[src/rtl/core/begss_pkg.sv]
`timescale 1ns / 1ps
// ----------------------------------------------------------------------------
// begss_pkg: shared types and constants for the energy gauge / supply select
// Holds the configuration record, result record, job and state codes, and
// the fixed scaling constants used by the sequencer.
// ----------------------------------------------------------------------------
package begss_pkg;

    // Sample format and energy period
    localparam int ADC_BITS      = 10;
    localparam int TICKS_PER_SUM = 60;
    localparam int TICK_W        = 6;

    // Stream widths
    localparam int IN_TDATA_W  = ((8 * ADC_BITS + 7) / 8) * 8;
    localparam int RESULT_W    = 162;
    localparam int OUT_TDATA_W = ((RESULT_W + 7) / 8) * 8;

    // APB port
    localparam int CFG_ADDR_W = 6;
    localparam int CFG_DATA_W = 64;

    // Shared divider geometry
    localparam int DVD_W = 33;
    localparam int DSR_W = 16;
    localparam int DIV_CNT_W = $clog2(DVD_W + 1);

    // Fixed scalings
    localparam int CELL_MUL          = 50;
    localparam int CELL_DIV          = 101;
    localparam int AC_MUL            = 22;
    localparam int AC_DIV            = 100;
    localparam int TENTH_DIV         = 10;
    localparam int POWER_DIV         = 60;
    localparam int ENERGY_DIV        = 60;
    localparam int ENERGY_UNIT       = 1000;
    localparam int CELL_CHARGE_LIMIT = 370;
    localparam logic [15:0] CAL_ZERO_RESULT = 16'hFFFF;

    // Register reset values
    localparam logic [31:0] ONE_PT_RST = 32'h0001_0001;
    localparam logic [63:0] TWO_PT_RST = 64'h0001_0001_0000_0000;

    typedef enum logic [2:0] {
        REG_PACK_CAL   = 3'd0,
        REG_LOWER_CAL  = 3'd1,
        REG_LAMP_CAL   = 3'd2,
        REG_CHG1_CAL   = 3'd3,
        REG_CHG2_CAL   = 3'd4,
        REG_THRESHOLDS = 3'd5,
        REG_SERIES     = 3'd6,
        REG_LAMP_MIN   = 3'd7
    } cfg_reg_t;

    typedef struct packed {
        logic [31:0] pack_cal;
        logic [31:0] lower_cal;
        logic [63:0] lamp_cal;
        logic [63:0] chg1_cal;
        logic [63:0] chg2_cal;
        logic [47:0] thresholds;
        logic        series_pair;
        logic [15:0] lamp_min;
    } cfg_t;

    // Result record, on_mains in bit 0
    typedef struct packed {
        logic [30:0] stored_energy;
        logic        cell_charger_on;
        logic [8:0]  cell_volts;
        logic [7:0]  ac_volts;
        logic [15:0] mains_volts;
        logic [15:0] charge_two_amps;
        logic [15:0] charge_one_amps;
        logic [15:0] lamp_amps;
        logic [15:0] upper_volts;
        logic [15:0] lower_volts;
        logic [15:0] pack_volts;
        logic        on_mains;
    } result_t;

    // One job = one multiply (or two) followed by one divider pass
    typedef enum logic [3:0] {
        JOB_CELL     = 4'd0,
        JOB_AC       = 4'd1,
        JOB_MAINS    = 4'd2,
        JOB_PACK     = 4'd3,
        JOB_LOWER    = 4'd4,
        JOB_LAMP     = 4'd5,
        JOB_CHG1     = 4'd6,
        JOB_CHG2     = 4'd7,
        JOB_VOLT10   = 4'd8,
        JOB_CHG2_10  = 4'd9,
        JOB_PWR_CHG  = 4'd10,
        JOB_LAMP10   = 4'd11,
        JOB_PWR_LAMP = 4'd12,
        JOB_MINUTE   = 4'd13,
        JOB_ETH      = 4'd14
    } job_t;

    localparam int NUM_JOBS = 15;

    typedef enum logic [2:0] {
        ST_IDLE,
        ST_MUL1,
        ST_MUL2,
        ST_DIV_START,
        ST_DIV_WAIT,
        ST_ACC,
        ST_FINAL
    } seq_state_t;

endpackage

[src/rtl/core/begss_cfg.sv]
`timescale 1ns / 1ps
// ----------------------------------------------------------------------------
// begss_cfg: APB configuration registers
// Eight registers at 8-byte spacing, written in the APB access cycle and
// read back combinationally.
// ----------------------------------------------------------------------------
module begss_cfg (
    input  logic                               aclk,
    input  logic                               aresetn,
    input  logic                               psel,
    input  logic                               penable,
    input  logic                               pwrite,
    input  logic [begss_pkg::CFG_ADDR_W-1:0]   paddr,
    input  logic [begss_pkg::CFG_DATA_W-1:0]   pwdata,
    output logic [begss_pkg::CFG_DATA_W-1:0]   prdata,
    output logic                               pready,
    output begss_pkg::cfg_t                    cfg
);

    begss_pkg::cfg_t     cfg_reg;
    begss_pkg::cfg_reg_t reg_idx;
    logic                wr_en;

    assign pready  = 1'b1;
    assign wr_en   = psel & penable & pwrite & pready;
    assign reg_idx = begss_pkg::cfg_reg_t'(paddr[5:3]);
    assign cfg     = cfg_reg;

    // Register writes, masked to width
    always_ff @(posedge aclk) begin
        if (!aresetn) begin
            cfg_reg.pack_cal    <= begss_pkg::ONE_PT_RST;
            cfg_reg.lower_cal   <= begss_pkg::ONE_PT_RST;
            cfg_reg.lamp_cal    <= begss_pkg::TWO_PT_RST;
            cfg_reg.chg1_cal    <= begss_pkg::TWO_PT_RST;
            cfg_reg.chg2_cal    <= begss_pkg::TWO_PT_RST;
            cfg_reg.thresholds  <= '0;
            cfg_reg.series_pair <= 1'b0;
            cfg_reg.lamp_min    <= '0;
        end else if (wr_en) begin
            case (reg_idx)
                begss_pkg::REG_PACK_CAL:   cfg_reg.pack_cal    <= pwdata[31:0];
                begss_pkg::REG_LOWER_CAL:  cfg_reg.lower_cal   <= pwdata[31:0];
                begss_pkg::REG_LAMP_CAL:   cfg_reg.lamp_cal    <= pwdata;
                begss_pkg::REG_CHG1_CAL:   cfg_reg.chg1_cal    <= pwdata;
                begss_pkg::REG_CHG2_CAL:   cfg_reg.chg2_cal    <= pwdata;
                begss_pkg::REG_THRESHOLDS: cfg_reg.thresholds  <= pwdata[47:0];
                begss_pkg::REG_SERIES:     cfg_reg.series_pair <= pwdata[0];
                begss_pkg::REG_LAMP_MIN:   cfg_reg.lamp_min    <= pwdata[15:0];
                default: ;
            endcase
        end
    end

    // Read mux
    always_comb begin
        prdata = '0;
        case (reg_idx)
            begss_pkg::REG_PACK_CAL:   prdata = 64'(cfg_reg.pack_cal);
            begss_pkg::REG_LOWER_CAL:  prdata = 64'(cfg_reg.lower_cal);
            begss_pkg::REG_LAMP_CAL:   prdata = cfg_reg.lamp_cal;
            begss_pkg::REG_CHG1_CAL:   prdata = cfg_reg.chg1_cal;
            begss_pkg::REG_CHG2_CAL:   prdata = cfg_reg.chg2_cal;
            begss_pkg::REG_THRESHOLDS: prdata = 64'(cfg_reg.thresholds);
            begss_pkg::REG_SERIES:     prdata = 64'(cfg_reg.series_pair);
            begss_pkg::REG_LAMP_MIN:   prdata = 64'(cfg_reg.lamp_min);
            default:                   prdata = '0;
        endcase
    end

endmodule

[src/rtl/core/begss_divider.sv]
`timescale 1ns / 1ps
// ----------------------------------------------------------------------------
// begss_divider: shared restoring divider
// Unsigned 33-bit by 16-bit division, one quotient bit per cycle. done
// pulses for one cycle when the quotient is ready.
// ----------------------------------------------------------------------------
module begss_divider (
    input  logic                          aclk,
    input  logic                          aresetn,
    input  logic                          start,
    input  logic [begss_pkg::DVD_W-1:0]   dividend,
    input  logic [begss_pkg::DSR_W-1:0]   divisor,
    output logic                          done,
    output logic [begss_pkg::DVD_W-1:0]   quotient
);

    logic [begss_pkg::DVD_W-1:0]     quo_reg;
    logic [begss_pkg::DSR_W-1:0]     rem_reg;
    logic [begss_pkg::DSR_W-1:0]     dsr_reg;
    logic [begss_pkg::DIV_CNT_W-1:0] cnt_reg;
    logic                            run_reg;
    logic                            done_reg;

    logic [begss_pkg::DSR_W:0] trial;
    logic [begss_pkg::DSR_W:0] diff;
    logic                      fits;

    // One restoring step
    assign trial = {rem_reg, quo_reg[begss_pkg::DVD_W-1]};
    assign diff  = trial - {1'b0, dsr_reg};
    assign fits  = trial >= {1'b0, dsr_reg};

    always_ff @(posedge aclk) begin
        if (!aresetn) begin
            run_reg  <= 1'b0;
            done_reg <= 1'b0;
            cnt_reg  <= '0;
        end else begin
            done_reg <= run_reg && (cnt_reg == begss_pkg::DIV_CNT_W'(1));
            if (start) begin
                run_reg <= 1'b1;
                cnt_reg <= begss_pkg::DIV_CNT_W'(begss_pkg::DVD_W);
            end else if (run_reg) begin
                cnt_reg <= cnt_reg - 1'b1;
                if (cnt_reg == begss_pkg::DIV_CNT_W'(1)) begin
                    run_reg <= 1'b0;
                end
            end
        end
    end

    // Datapath
    always_ff @(posedge aclk) begin
        if (start) begin
            quo_reg <= dividend;
            rem_reg <= '0;
            dsr_reg <= divisor;
        end else if (run_reg) begin
            quo_reg <= {quo_reg[begss_pkg::DVD_W-2:0], fits};
            rem_reg <= fits ? diff[begss_pkg::DSR_W-1:0] : trial[begss_pkg::DSR_W-1:0];
        end
    end

    assign done     = done_reg;
    assign quotient = quo_reg;

endmodule

[src/rtl/core/begss_seq.sv]
`timescale 1ns / 1ps
// ----------------------------------------------------------------------------
// begss_seq: job sequencer with shared multiplier and divider
// Walks fifteen multiply/divide jobs per item, then updates the minute and
// battery energy and chooses the supply.
// ----------------------------------------------------------------------------
module begss_seq (
    input  logic                                aclk,
    input  logic                                aresetn,
    input  begss_pkg::cfg_t                     cfg,
    input  logic                                in_valid,
    input  logic [begss_pkg::IN_TDATA_W-1:0]    in_data,
    output logic                                in_ready,
    input  logic                                out_free,
    output logic                                res_load,
    output begss_pkg::result_t                  res
);

    localparam int AB = begss_pkg::ADC_BITS;

    begss_pkg::seq_state_t state_reg, state_next;
    begss_pkg::job_t       job_reg, job_next;

    logic [AB-1:0]                 smp_reg [0:7];
    logic [31:0]                   slot_reg [0:begss_pkg::NUM_JOBS-1];
    logic [begss_pkg::DVD_W-1:0]   prod_reg, prod_next;
    logic signed [31:0]            me_reg;
    logic [begss_pkg::TICK_W-1:0]  tick_reg;
    logic                          wrap_reg;
    logic [30:0]                   be_reg;
    logic                          mains_reg;

    logic store_en, div_start, acc_load, fin_load, smp_load;

    // Two-point calibration operands
    logic [63:0]   tp_cal;
    logic [AB-1:0] tp_smp;
    logic [15:0]   tp_x1, tp_y1, tp_dy, tp_dx, tp_d;

    // Job operands
    logic [15:0] mul_a1, mul_b1, mul_a, mul_b, dsr;
    logic        two_pt, cal_chk;
    logic [31:0] mul_prod;
    logic [31:0] me_mag;

    logic                        div_done;
    logic [begss_pkg::DVD_W-1:0] div_quo;
    logic [31:0]                 slot_val;

    // Accumulate step
    logic [31:0]        pl_sel;
    logic               lamp_on;
    logic signed [33:0] acc_sum;
    logic signed [31:0] me_sat;
    logic [begss_pkg::TICK_W-1:0] tick_inc;
    logic               wrap;

    // Final step
    logic [33:0] q_sgn, eb_sum;
    logic [30:0] be_upd, be_final;
    logic [15:0] packv, lowv, upv, lo_th, chg_th;
    logic        energy_full, mains_new, series_low;

    // Two-point operand select
    always_comb begin
        tp_cal = cfg.lamp_cal;
        tp_smp = smp_reg[5];
        case (job_reg)
            begss_pkg::JOB_CHG1: begin
                tp_cal = cfg.chg1_cal;
                tp_smp = smp_reg[6];
            end
            begss_pkg::JOB_CHG2: begin
                tp_cal = cfg.chg2_cal;
                tp_smp = smp_reg[7];
            end
            default: ;
        endcase
    end

    assign tp_x1 = tp_cal[15:0];
    assign tp_y1 = tp_cal[31:16];
    assign tp_dy = tp_cal[63:48] - tp_cal[31:16];
    assign tp_dx = tp_cal[47:32] - tp_cal[15:0];
    assign tp_d  = (16'(tp_smp) > tp_x1) ? (16'(tp_smp) - tp_x1) : 16'd0;

    // Per-job operand table
    always_comb begin
        mul_a1  = '0;
        mul_b1  = '0;
        dsr     = 16'd1;
        two_pt  = 1'b0;
        cal_chk = 1'b0;
        case (job_reg)
            begss_pkg::JOB_CELL: begin
                mul_a1 = 16'(smp_reg[0]);
                mul_b1 = 16'(begss_pkg::CELL_MUL);
                dsr    = 16'(begss_pkg::CELL_DIV);
            end
            begss_pkg::JOB_AC: begin
                mul_a1 = 16'(smp_reg[1]);
                mul_b1 = 16'(begss_pkg::AC_MUL);
                dsr    = 16'(begss_pkg::AC_DIV);
            end
            begss_pkg::JOB_MAINS: begin
                mul_a1  = 16'(smp_reg[2]);
                mul_b1  = cfg.pack_cal[31:16];
                dsr     = cfg.pack_cal[15:0];
                cal_chk = 1'b1;
            end
            begss_pkg::JOB_PACK: begin
                mul_a1  = 16'(smp_reg[3]);
                mul_b1  = cfg.pack_cal[31:16];
                dsr     = cfg.pack_cal[15:0];
                cal_chk = 1'b1;
            end
            begss_pkg::JOB_LOWER: begin
                mul_a1  = 16'(smp_reg[4]);
                mul_b1  = cfg.lower_cal[31:16];
                dsr     = cfg.lower_cal[15:0];
                cal_chk = 1'b1;
            end
            begss_pkg::JOB_LAMP, begss_pkg::JOB_CHG1, begss_pkg::JOB_CHG2: begin
                mul_a1  = tp_d;
                mul_b1  = tp_dy;
                dsr     = tp_dx;
                two_pt  = 1'b1;
                cal_chk = 1'b1;
            end
            begss_pkg::JOB_VOLT10: begin
                mul_a1 = slot_reg[begss_pkg::JOB_PACK][15:0];
                mul_b1 = 16'd1;
                dsr    = 16'(begss_pkg::TENTH_DIV);
            end
            begss_pkg::JOB_CHG2_10: begin
                mul_a1 = slot_reg[begss_pkg::JOB_CHG2][15:0];
                mul_b1 = 16'd1;
                dsr    = 16'(begss_pkg::TENTH_DIV);
            end
            begss_pkg::JOB_PWR_CHG: begin
                mul_a1 = slot_reg[begss_pkg::JOB_VOLT10][15:0];
                mul_b1 = slot_reg[begss_pkg::JOB_CHG2_10][15:0];
                dsr    = 16'(begss_pkg::POWER_DIV);
            end
            begss_pkg::JOB_LAMP10: begin
                mul_a1 = slot_reg[begss_pkg::JOB_LAMP][15:0];
                mul_b1 = 16'd1;
                dsr    = 16'(begss_pkg::TENTH_DIV);
            end
            begss_pkg::JOB_PWR_LAMP: begin
                mul_a1 = slot_reg[begss_pkg::JOB_VOLT10][15:0];
                mul_b1 = slot_reg[begss_pkg::JOB_LAMP10][15:0];
                dsr    = 16'(begss_pkg::POWER_DIV);
            end
            begss_pkg::JOB_MINUTE: begin
                dsr = 16'(begss_pkg::ENERGY_DIV);
            end
            begss_pkg::JOB_ETH: begin
                mul_a1 = cfg.thresholds[47:32];
                mul_b1 = 16'(begss_pkg::ENERGY_UNIT);
                dsr    = 16'd1;
            end
            default: ;
        endcase
    end

    // Shared multiplier; second pass adds y1*dx for two-point jobs
    assign mul_a    = (state_reg == begss_pkg::ST_MUL2) ? tp_y1 : mul_a1;
    assign mul_b    = (state_reg == begss_pkg::ST_MUL2) ? tp_dx : mul_b1;
    assign mul_prod = 32'(mul_a) * 32'(mul_b);
    assign me_mag   = me_reg[31] ? (~me_reg + 32'd1) : me_reg;

    begss_divider u_div (
        .aclk     (aclk),
        .aresetn  (aresetn),
        .start    (div_start),
        .dividend (prod_reg),
        .divisor  (dsr),
        .done     (div_done),
        .quotient (div_quo)
    );

    // Zero divisor on a calibration gives full scale
    always_comb begin
        if (cal_chk && dsr == 16'd0) begin
            slot_val = 32'(begss_pkg::CAL_ZERO_RESULT);
        end else if (cal_chk) begin
            slot_val = 32'(div_quo[15:0]);
        end else begin
            slot_val = div_quo[31:0];
        end
    end

    // Minute accumulation with saturation
    assign lamp_on = !mains_reg && (slot_reg[begss_pkg::JOB_LAMP][15:0] > cfg.lamp_min);
    assign pl_sel  = lamp_on ? slot_reg[begss_pkg::JOB_PWR_LAMP] : 32'd0;
    assign acc_sum = {{2{me_reg[31]}}, me_reg} + {2'b00, slot_reg[begss_pkg::JOB_PWR_CHG]}
                     - {2'b00, pl_sel};
    always_comb begin
        if (!acc_sum[33] && acc_sum[32:31] != 2'b00) begin
            me_sat = 32'sh7FFF_FFFF;
        end else if (acc_sum[33] && acc_sum[32:31] != 2'b11) begin
            me_sat = 32'sh8000_0000;
        end else begin
            me_sat = acc_sum[31:0];
        end
    end
    assign tick_inc = tick_reg + 1'b1;
    assign wrap     = tick_inc >= begss_pkg::TICK_W'(begss_pkg::TICKS_PER_SUM);

    // Battery energy update, clamped to [0, 2^31-1]
    assign q_sgn  = me_reg[31] ? (34'd0 - 34'(slot_reg[begss_pkg::JOB_MINUTE]))
                               : 34'(slot_reg[begss_pkg::JOB_MINUTE]);
    assign eb_sum = 34'(be_reg) + q_sgn;
    always_comb begin
        if (!wrap_reg) begin
            be_upd = be_reg;
        end else if (eb_sum[33]) begin
            be_upd = '0;
        end else if (eb_sum[32:31] != 2'b00) begin
            be_upd = '1;
        end else begin
            be_upd = eb_sum[30:0];
        end
    end

    // Supply selection with hysteresis
    assign packv       = slot_reg[begss_pkg::JOB_PACK][15:0];
    assign lowv        = slot_reg[begss_pkg::JOB_LOWER][15:0];
    assign upv         = (packv > lowv) ? (packv - lowv) : 16'd0;
    assign lo_th       = cfg.thresholds[15:0];
    assign chg_th      = cfg.thresholds[31:16];
    assign energy_full = 33'(be_upd) >= (33'(slot_reg[begss_pkg::JOB_ETH])
                                         + 33'(begss_pkg::ENERGY_UNIT));
    assign series_low  = cfg.series_pair && (lowv < lo_th || upv < lo_th);
    always_comb begin
        mains_new = mains_reg;
        if (cfg.series_pair) begin
            if (series_low) begin
                mains_new = 1'b1;
            end else if (energy_full || (lowv > chg_th && upv > chg_th)) begin
                mains_new = 1'b0;
            end
        end else begin
            if (upv < lo_th) begin
                mains_new = 1'b1;
            end else if (energy_full || upv > chg_th) begin
                mains_new = 1'b0;
            end
        end
    end
    assign be_final = series_low ? 31'd0 : be_upd;

    // Result record
    always_comb begin
        res.on_mains        = mains_new;
        res.pack_volts      = packv;
        res.lower_volts     = lowv;
        res.upper_volts     = upv;
        res.lamp_amps       = slot_reg[begss_pkg::JOB_LAMP][15:0];
        res.charge_one_amps = slot_reg[begss_pkg::JOB_CHG1][15:0];
        res.charge_two_amps = slot_reg[begss_pkg::JOB_CHG2][15:0];
        res.mains_volts     = slot_reg[begss_pkg::JOB_MAINS][15:0];
        res.ac_volts        = slot_reg[begss_pkg::JOB_AC][7:0];
        res.cell_volts      = slot_reg[begss_pkg::JOB_CELL][8:0];
        res.cell_charger_on = slot_reg[begss_pkg::JOB_CELL][8:0]
                              < 9'(begss_pkg::CELL_CHARGE_LIMIT);
        res.stored_energy   = be_final;
    end

    // Sequencer next state
    always_comb begin
        state_next = state_reg;
        job_next   = job_reg;
        prod_next  = prod_reg;
        store_en   = 1'b0;
        div_start  = 1'b0;
        acc_load   = 1'b0;
        fin_load   = 1'b0;
        smp_load   = 1'b0;
        in_ready   = 1'b0;
        res_load   = 1'b0;
        case (state_reg)
            begss_pkg::ST_IDLE: begin
                in_ready = 1'b1;
                if (in_valid) begin
                    smp_load   = 1'b1;
                    job_next   = begss_pkg::JOB_CELL;
                    state_next = begss_pkg::ST_MUL1;
                end
            end
            begss_pkg::ST_MUL1: begin
                if (job_reg == begss_pkg::JOB_MINUTE) begin
                    prod_next = begss_pkg::DVD_W'(me_mag);
                end else begin
                    prod_next = begss_pkg::DVD_W'(mul_prod);
                end
                state_next = two_pt ? begss_pkg::ST_MUL2 : begss_pkg::ST_DIV_START;
            end
            begss_pkg::ST_MUL2: begin
                prod_next  = prod_reg + begss_pkg::DVD_W'(mul_prod);
                state_next = begss_pkg::ST_DIV_START;
            end
            begss_pkg::ST_DIV_START: begin
                div_start  = 1'b1;
                state_next = begss_pkg::ST_DIV_WAIT;
            end
            begss_pkg::ST_DIV_WAIT: begin
                if (div_done) begin
                    store_en = 1'b1;
                    if (job_reg == begss_pkg::JOB_PWR_LAMP) begin
                        state_next = begss_pkg::ST_ACC;
                    end else if (job_reg == begss_pkg::JOB_ETH) begin
                        state_next = begss_pkg::ST_FINAL;
                    end else begin
                        job_next   = begss_pkg::job_t'(job_reg + 4'd1);
                        state_next = begss_pkg::ST_MUL1;
                    end
                end
            end
            begss_pkg::ST_ACC: begin
                acc_load   = 1'b1;
                job_next   = begss_pkg::JOB_MINUTE;
                state_next = begss_pkg::ST_MUL1;
            end
            begss_pkg::ST_FINAL: begin
                if (out_free) begin
                    fin_load   = 1'b1;
                    res_load   = 1'b1;
                    state_next = begss_pkg::ST_IDLE;
                end
            end
            default: state_next = begss_pkg::ST_IDLE;
        endcase
    end

    // Control and gauge state
    always_ff @(posedge aclk) begin
        if (!aresetn) begin
            state_reg <= begss_pkg::ST_IDLE;
            job_reg   <= begss_pkg::JOB_CELL;
            me_reg    <= '0;
            tick_reg  <= '0;
            wrap_reg  <= 1'b0;
            be_reg    <= '0;
            mains_reg <= 1'b0;
        end else begin
            state_reg <= state_next;
            job_reg   <= job_next;
            if (acc_load) begin
                me_reg   <= me_sat;
                tick_reg <= wrap ? '0 : tick_inc;
                wrap_reg <= wrap;
            end
            if (fin_load) begin
                if (wrap_reg) begin
                    me_reg <= '0;
                end
                be_reg    <= be_final;
                mains_reg <= mains_new;
            end
        end
    end

    // Payload registers
    always_ff @(posedge aclk) begin
        prod_reg <= prod_next;
        if (smp_load) begin
            for (int i = 0; i < 8; i++) begin
                smp_reg[i] <= in_data[i*AB +: AB];
            end
        end
        if (store_en) begin
            slot_reg[job_reg] <= slot_val;
        end
    end

endmodule

[src/rtl/core/battery_energy_gauge_supply_select_unit.sv]
`timescale 1ns / 1ps
// ----------------------------------------------------------------------------
// battery_energy_gauge_supply_select_unit: energy gauge and supply selector
// Each item runs fifteen jobs in turn; each job takes a multiplier step (a
//   second for two-point jobs), a divider start and a divider pass and store,
//   with one accumulate step and one final step besides.
// Items pass one at a time through the shared multiplier and divider.
// The next item is taken while the previous result waits in the output reg.
// Reset: synchronous active-low aresetn clears energy, tick count, supply
//   choice and loads the identity calibrations.
// ----------------------------------------------------------------------------
module battery_energy_gauge_supply_select_unit (
    input  logic                                 aclk,
    input  logic                                 aresetn,
    // APB configuration
    input  logic                                 psel,
    input  logic                                 penable,
    input  logic                                 pwrite,
    input  logic [begss_pkg::CFG_ADDR_W-1:0]     paddr,
    input  logic [begss_pkg::CFG_DATA_W-1:0]     pwdata,
    output logic [begss_pkg::CFG_DATA_W-1:0]     prdata,
    output logic                                 pready,
    // Sample items
    input  logic                                 s_tvalid,
    output logic                                 s_tready,
    // tdata: cell, ac, mains, pack, lower, lamp, charge_one, charge_two samples
    input  logic [begss_pkg::IN_TDATA_W-1:0]     s_tdata,
    // Result items
    output logic                                 m_tvalid,
    input  logic                                 m_tready,
    // tdata: on_mains, pack_volts, lower_volts, upper_volts, lamp_amps,
    //        charge_one_amps, charge_two_amps, mains_volts, ac_volts,
    //        cell_volts, cell_charger_on, stored_energy, zero pad
    output logic [begss_pkg::OUT_TDATA_W-1:0]    m_tdata
);

    begss_pkg::cfg_t    cfg;
    begss_pkg::result_t res;
    logic               res_load;
    logic               out_free;
    logic               m_tvalid_reg;
    begss_pkg::result_t m_res_reg;

    begss_cfg u_cfg (
        .aclk    (aclk),
        .aresetn (aresetn),
        .psel    (psel),
        .penable (penable),
        .pwrite  (pwrite),
        .paddr   (paddr),
        .pwdata  (pwdata),
        .prdata  (prdata),
        .pready  (pready),
        .cfg     (cfg)
    );

    assign out_free = !m_tvalid_reg || m_tready;

    begss_seq u_seq (
        .aclk     (aclk),
        .aresetn  (aresetn),
        .cfg      (cfg),
        .in_valid (s_tvalid),
        .in_data  (s_tdata),
        .in_ready (s_tready),
        .out_free (out_free),
        .res_load (res_load),
        .res      (res)
    );

    // Output register
    always_ff @(posedge aclk) begin
        if (!aresetn) begin
            m_tvalid_reg <= 1'b0;
        end else if (res_load) begin
            m_tvalid_reg <= 1'b1;
        end else if (m_tready) begin
            m_tvalid_reg <= 1'b0;
        end
    end

    always_ff @(posedge aclk) begin
        if (res_load) begin
            m_res_reg <= res;
        end
    end

    assign m_tvalid = m_tvalid_reg;
    assign m_tdata  = begss_pkg::OUT_TDATA_W'(m_res_reg);

endmodule

[config.mk]
export PLATFORM = sky130hd
export DESIGN_NAME = battery_energy_gauge_supply_select_unit
export DESIGN_NICKNAME = d
export VERILOG_FILES = /design/src/rtl/core/begss_pkg.sv /design/src/rtl/core/begss_cfg.sv /design/src/rtl/core/begss_divider.sv /design/src/rtl/core/begss_seq.sv /design/src/rtl/core/battery_energy_gauge_supply_select_unit.sv
export SDC_FILE = /design/constraint.sdc
export NUM_CORES = 2
export LEC_CHECK = 0
export BUFFER_PORTS_ARGS = -buffer_cell sky130_fd_sc_hd__buf_2
export CAP_MARGIN = 40
export CORE_MARGIN = 3
export CORE_UTILIZATION = 30
export DETAILED_ROUTE_END_ITERATION = 6
export PLACE_DENSITY_LB_ADDON = 0.1
export SYNTH_ARGS = -nofsm -noshare
export SYNTH_HDL_FRONTEND = slang
export SYNTH_SLANG_ARGS = --single-unit
[constraint.sdc]
create_clock -name aclk -period 26.5 [get_ports aclk]
set_input_delay 1.325 -clock aclk [delete_from_list [all_inputs] [get_ports aclk]]
set_output_delay 1.325 -clock aclk [all_outputs]
set_load 0.1 [all_outputs]
==> impl_metrics.yaml <==
status:
  outcome: "completed"
cts:
  post_cts_resized: 0
  cts_buffer_depth: 3
  root_buffer: "clkbuf_16"
  clkTransAtPathRegs_ns: 0.06
  ctsHtreeMaxLevel: 4
  clock_sinks: 1037
  cts_tree: "done"
  clock_latency_ns: 0.82
  hold_buffers: 0
  numCtsBuffers: 133
  post_cts_buffers: 0
floorplanning:
  rows: 169
  core_um2: 212500
  start_util_pct: 30.23
  die-area_um2: 219800
  die_y_um: 468.8
  die_w_um: 468.8
  io_pins: 392
global_route:
  grt_pass1_vias: 51640
  grtUsageMet2_pct: 37.31
  grt_pass1_wl_um: 372400
  grt_overflow: 0
  busiest_layer: "met2"
  grt_use_met1_pct: 31.91
  track_usage_pct: 23.14
  antenna_found_initial: 36
  grt_util_met3_pct: 4.298
  grt_max_degree: 108
yosys:
  synth.area.top_cells: "edfxtp_1, dfxtp_1, ha_1"
  ys_top_cells_by_count: "nand2_1, edfxtp_1, inv_1, dfxtp_1, ha_1"
  syn-instance-count: 6709
  synthSimpleGateAreaFrac_pct: 14.43
  synth_cell_types: 90
  synthMuxAreaShare_pct: 1.332
  netlist_area_um2: 64250
  synth_seq_cells: 1037
  synth_warnings: 0
  yosysSeqAreaShare_pct: 41.86
  synth_xor_area_share_pct: 3.429
  synth_top_family_by_area: "compound AO/OA/AOI/OAI gates"
  yosys.area.top_type: "edfxtp_1"
  async_flop_share_pct: 0
  synth_fa_ha_area_share_pct: 14.91
  synth.avg_cell_area_um2: 9.576
  synth_most_common_cell: "nand2_1"
  synth_compound_area_share_pct: 18.83
  synth_edf_count: 613
  synthFlopType: "edfxtp_1"
  synth_top_area_share_pct: 28.65
drt:
  viasPerCell: 5.253
  wire_per_inst_um: 25.93
  routed_wl_um: 259300
  dr_total_vias: 52533
  drc: 0
  ant_nets: 0
  dr.pass1.iters: 6
  drt_iter0_markers: 4721
sta:
  timing.setup.tns_ns: 0
  finalHoldViolCount: 0
  finalSetupViolCount: 0
  fin_skew_ns: 0.04126
  drv_slew: 0
  min_period_ns: 14.86
  finalCritPeriodShare_pct: 56.09
  final_critical_path_setup_slack_ns: 11.64
  max_slew.worst_pin.slew_ns: 1.128
  slew_headroom_pct: 24.77
  grt_setup_unrepaired: "false"
  fmax_mhz: 67.27
finish:
  nets: 7841
  drive_gt1_share_pct: 12.00
  syn2layout_area_growth_pct: 16.17
  postLayoutCoreUtil_pct: 35.12
  largest_reg_flops: 321
critical_path:
  worstSetupPathType: "reg -> reg"
  arrival_ns: 15.39
  r2r_start: "u_seq.job_reg[0]$_SDFFE_PN0P_"
  cp-end-kind: "register"
  slowest_delay_ns: 0.80
  cp_data_required_time_ns: 27.02
  critical-path-slowest-cell: "a221o_1"
  startpoint_type: "register"
  crit_path_max_fanout: 48
  cpMostUsedCell: "fa_1"
  startpoint: "u_seq.job_reg[0]$_SDFFE_PN0P_"
power_and_ir_drop:
  peakVddDrop_mv: 0.1360
  cellLeakagePower_nw: 29.40
  p_per_area_nw_per_um2: 85.19
place:
  dp_slack_ns: 11.70
  place_congestion: 0.9183
  dpl.hpwl_um: 193700
  portBuffers: 381
hold_path:
  min-delay-start: "u_seq.slot_reg[2][10]$_DFFE_PP_"
  worstHoldPathType: "reg -> reg"
flow_run:
  cap_violations: 0
[per-stage QoR]
stage	cell area (um2)	instances	power, mW	hold WS, ns
2_1_floorplan	64270	6714	3.851	0.4003
3_5_place_dp	70130	9742	4.535	0.4045
3_3_place_gp	69540	9700	4.522	0.4028
5_1_grt	74620	9993	6.811	0.4233
6_report	74640	10001	6.358	0.4173
4_1_cts	74580	9987	6.420	0.4093
[power by group]
group	internal [mW]	switching [mW]
registers	1.85	0.0556
clock network	1.05	0.795
logic	1.02	1.59
total	3.92	2.44
[final timing paths]
kind	to	slack, ns	cells after the start
max	u_seq.prod_reg[31]$_DFFE_PP_	11.64	45
min	m_tdata[107]$_DFFE_PP_	0.42	0
max reg2reg	u_seq.prod_reg[31]$_DFFE_PP_	11.64	45
min reg2reg	m_tdata[107]$_DFFE_PP_	0.42	0
[layout make-up]
| class | instances | area (um2) |
|---|---|---|
| Antenna cell | 11 | 27.53 |
| Clock buffer | 175 | 3566 |
| Clock inverter | 70 | 884.6 |
| Fill cell | 21722 | 137900 |
| Inverter | 531 | 1996 |
| Multi-Input combinational cell | 4809 | 34270 |
| Sequential cell | 1037 | 26900 |
| Tap cell | 2821 | 3530 |
| Timing Repair Buffer | 547 | 3466 |
[cells in the final DEF (no fill, tap or decap), drive strengths merged, types with 165 or more instances in the layout]
master  instances
nand2        1165
edfxtp        613
buf           546
inv           537
dfxtp         424
ha            392
nor2          375
a21boi        327
a21oi         303
o21ai         284
fa            233
clkbuf        176
xnor2         165
[metal layers]
metal	part of all wire (%)	vias to the layer above
met5	0.11	-
met4	2.4	38
met3	6.6	289
met2	46	1685
met1	45	26132
li1	-	24389
[critical path, delay by kind of cell (launching register included)]
family / cells / cell delay [ns]
buf+inv: 7 / 1.51
simple gates: 7 / 2.45
flops: 1 / 0.42
xor+xnor: 1 / 0.20
fa+ha+maj: 11 / 4.81
compound gates: 19 / 5.05
[cell families (layout without fill, tap and decap cells)]
logic type / Yosys count / after routing
adder cells (fa/ha/maj): 626 / 626
AO/OA/AOI/OAI: 1737 / 1737
XOR/XNOR: 250 / 250
buffers and inverters: 868 / 1323
flip-flops: 1037 / 1037
multiplexers: 84 / 84
other: 2 / 18
AND/OR/NAND/NOR: 2105 / 2105
Note: power is estimated with default switching activity, not from simulation.
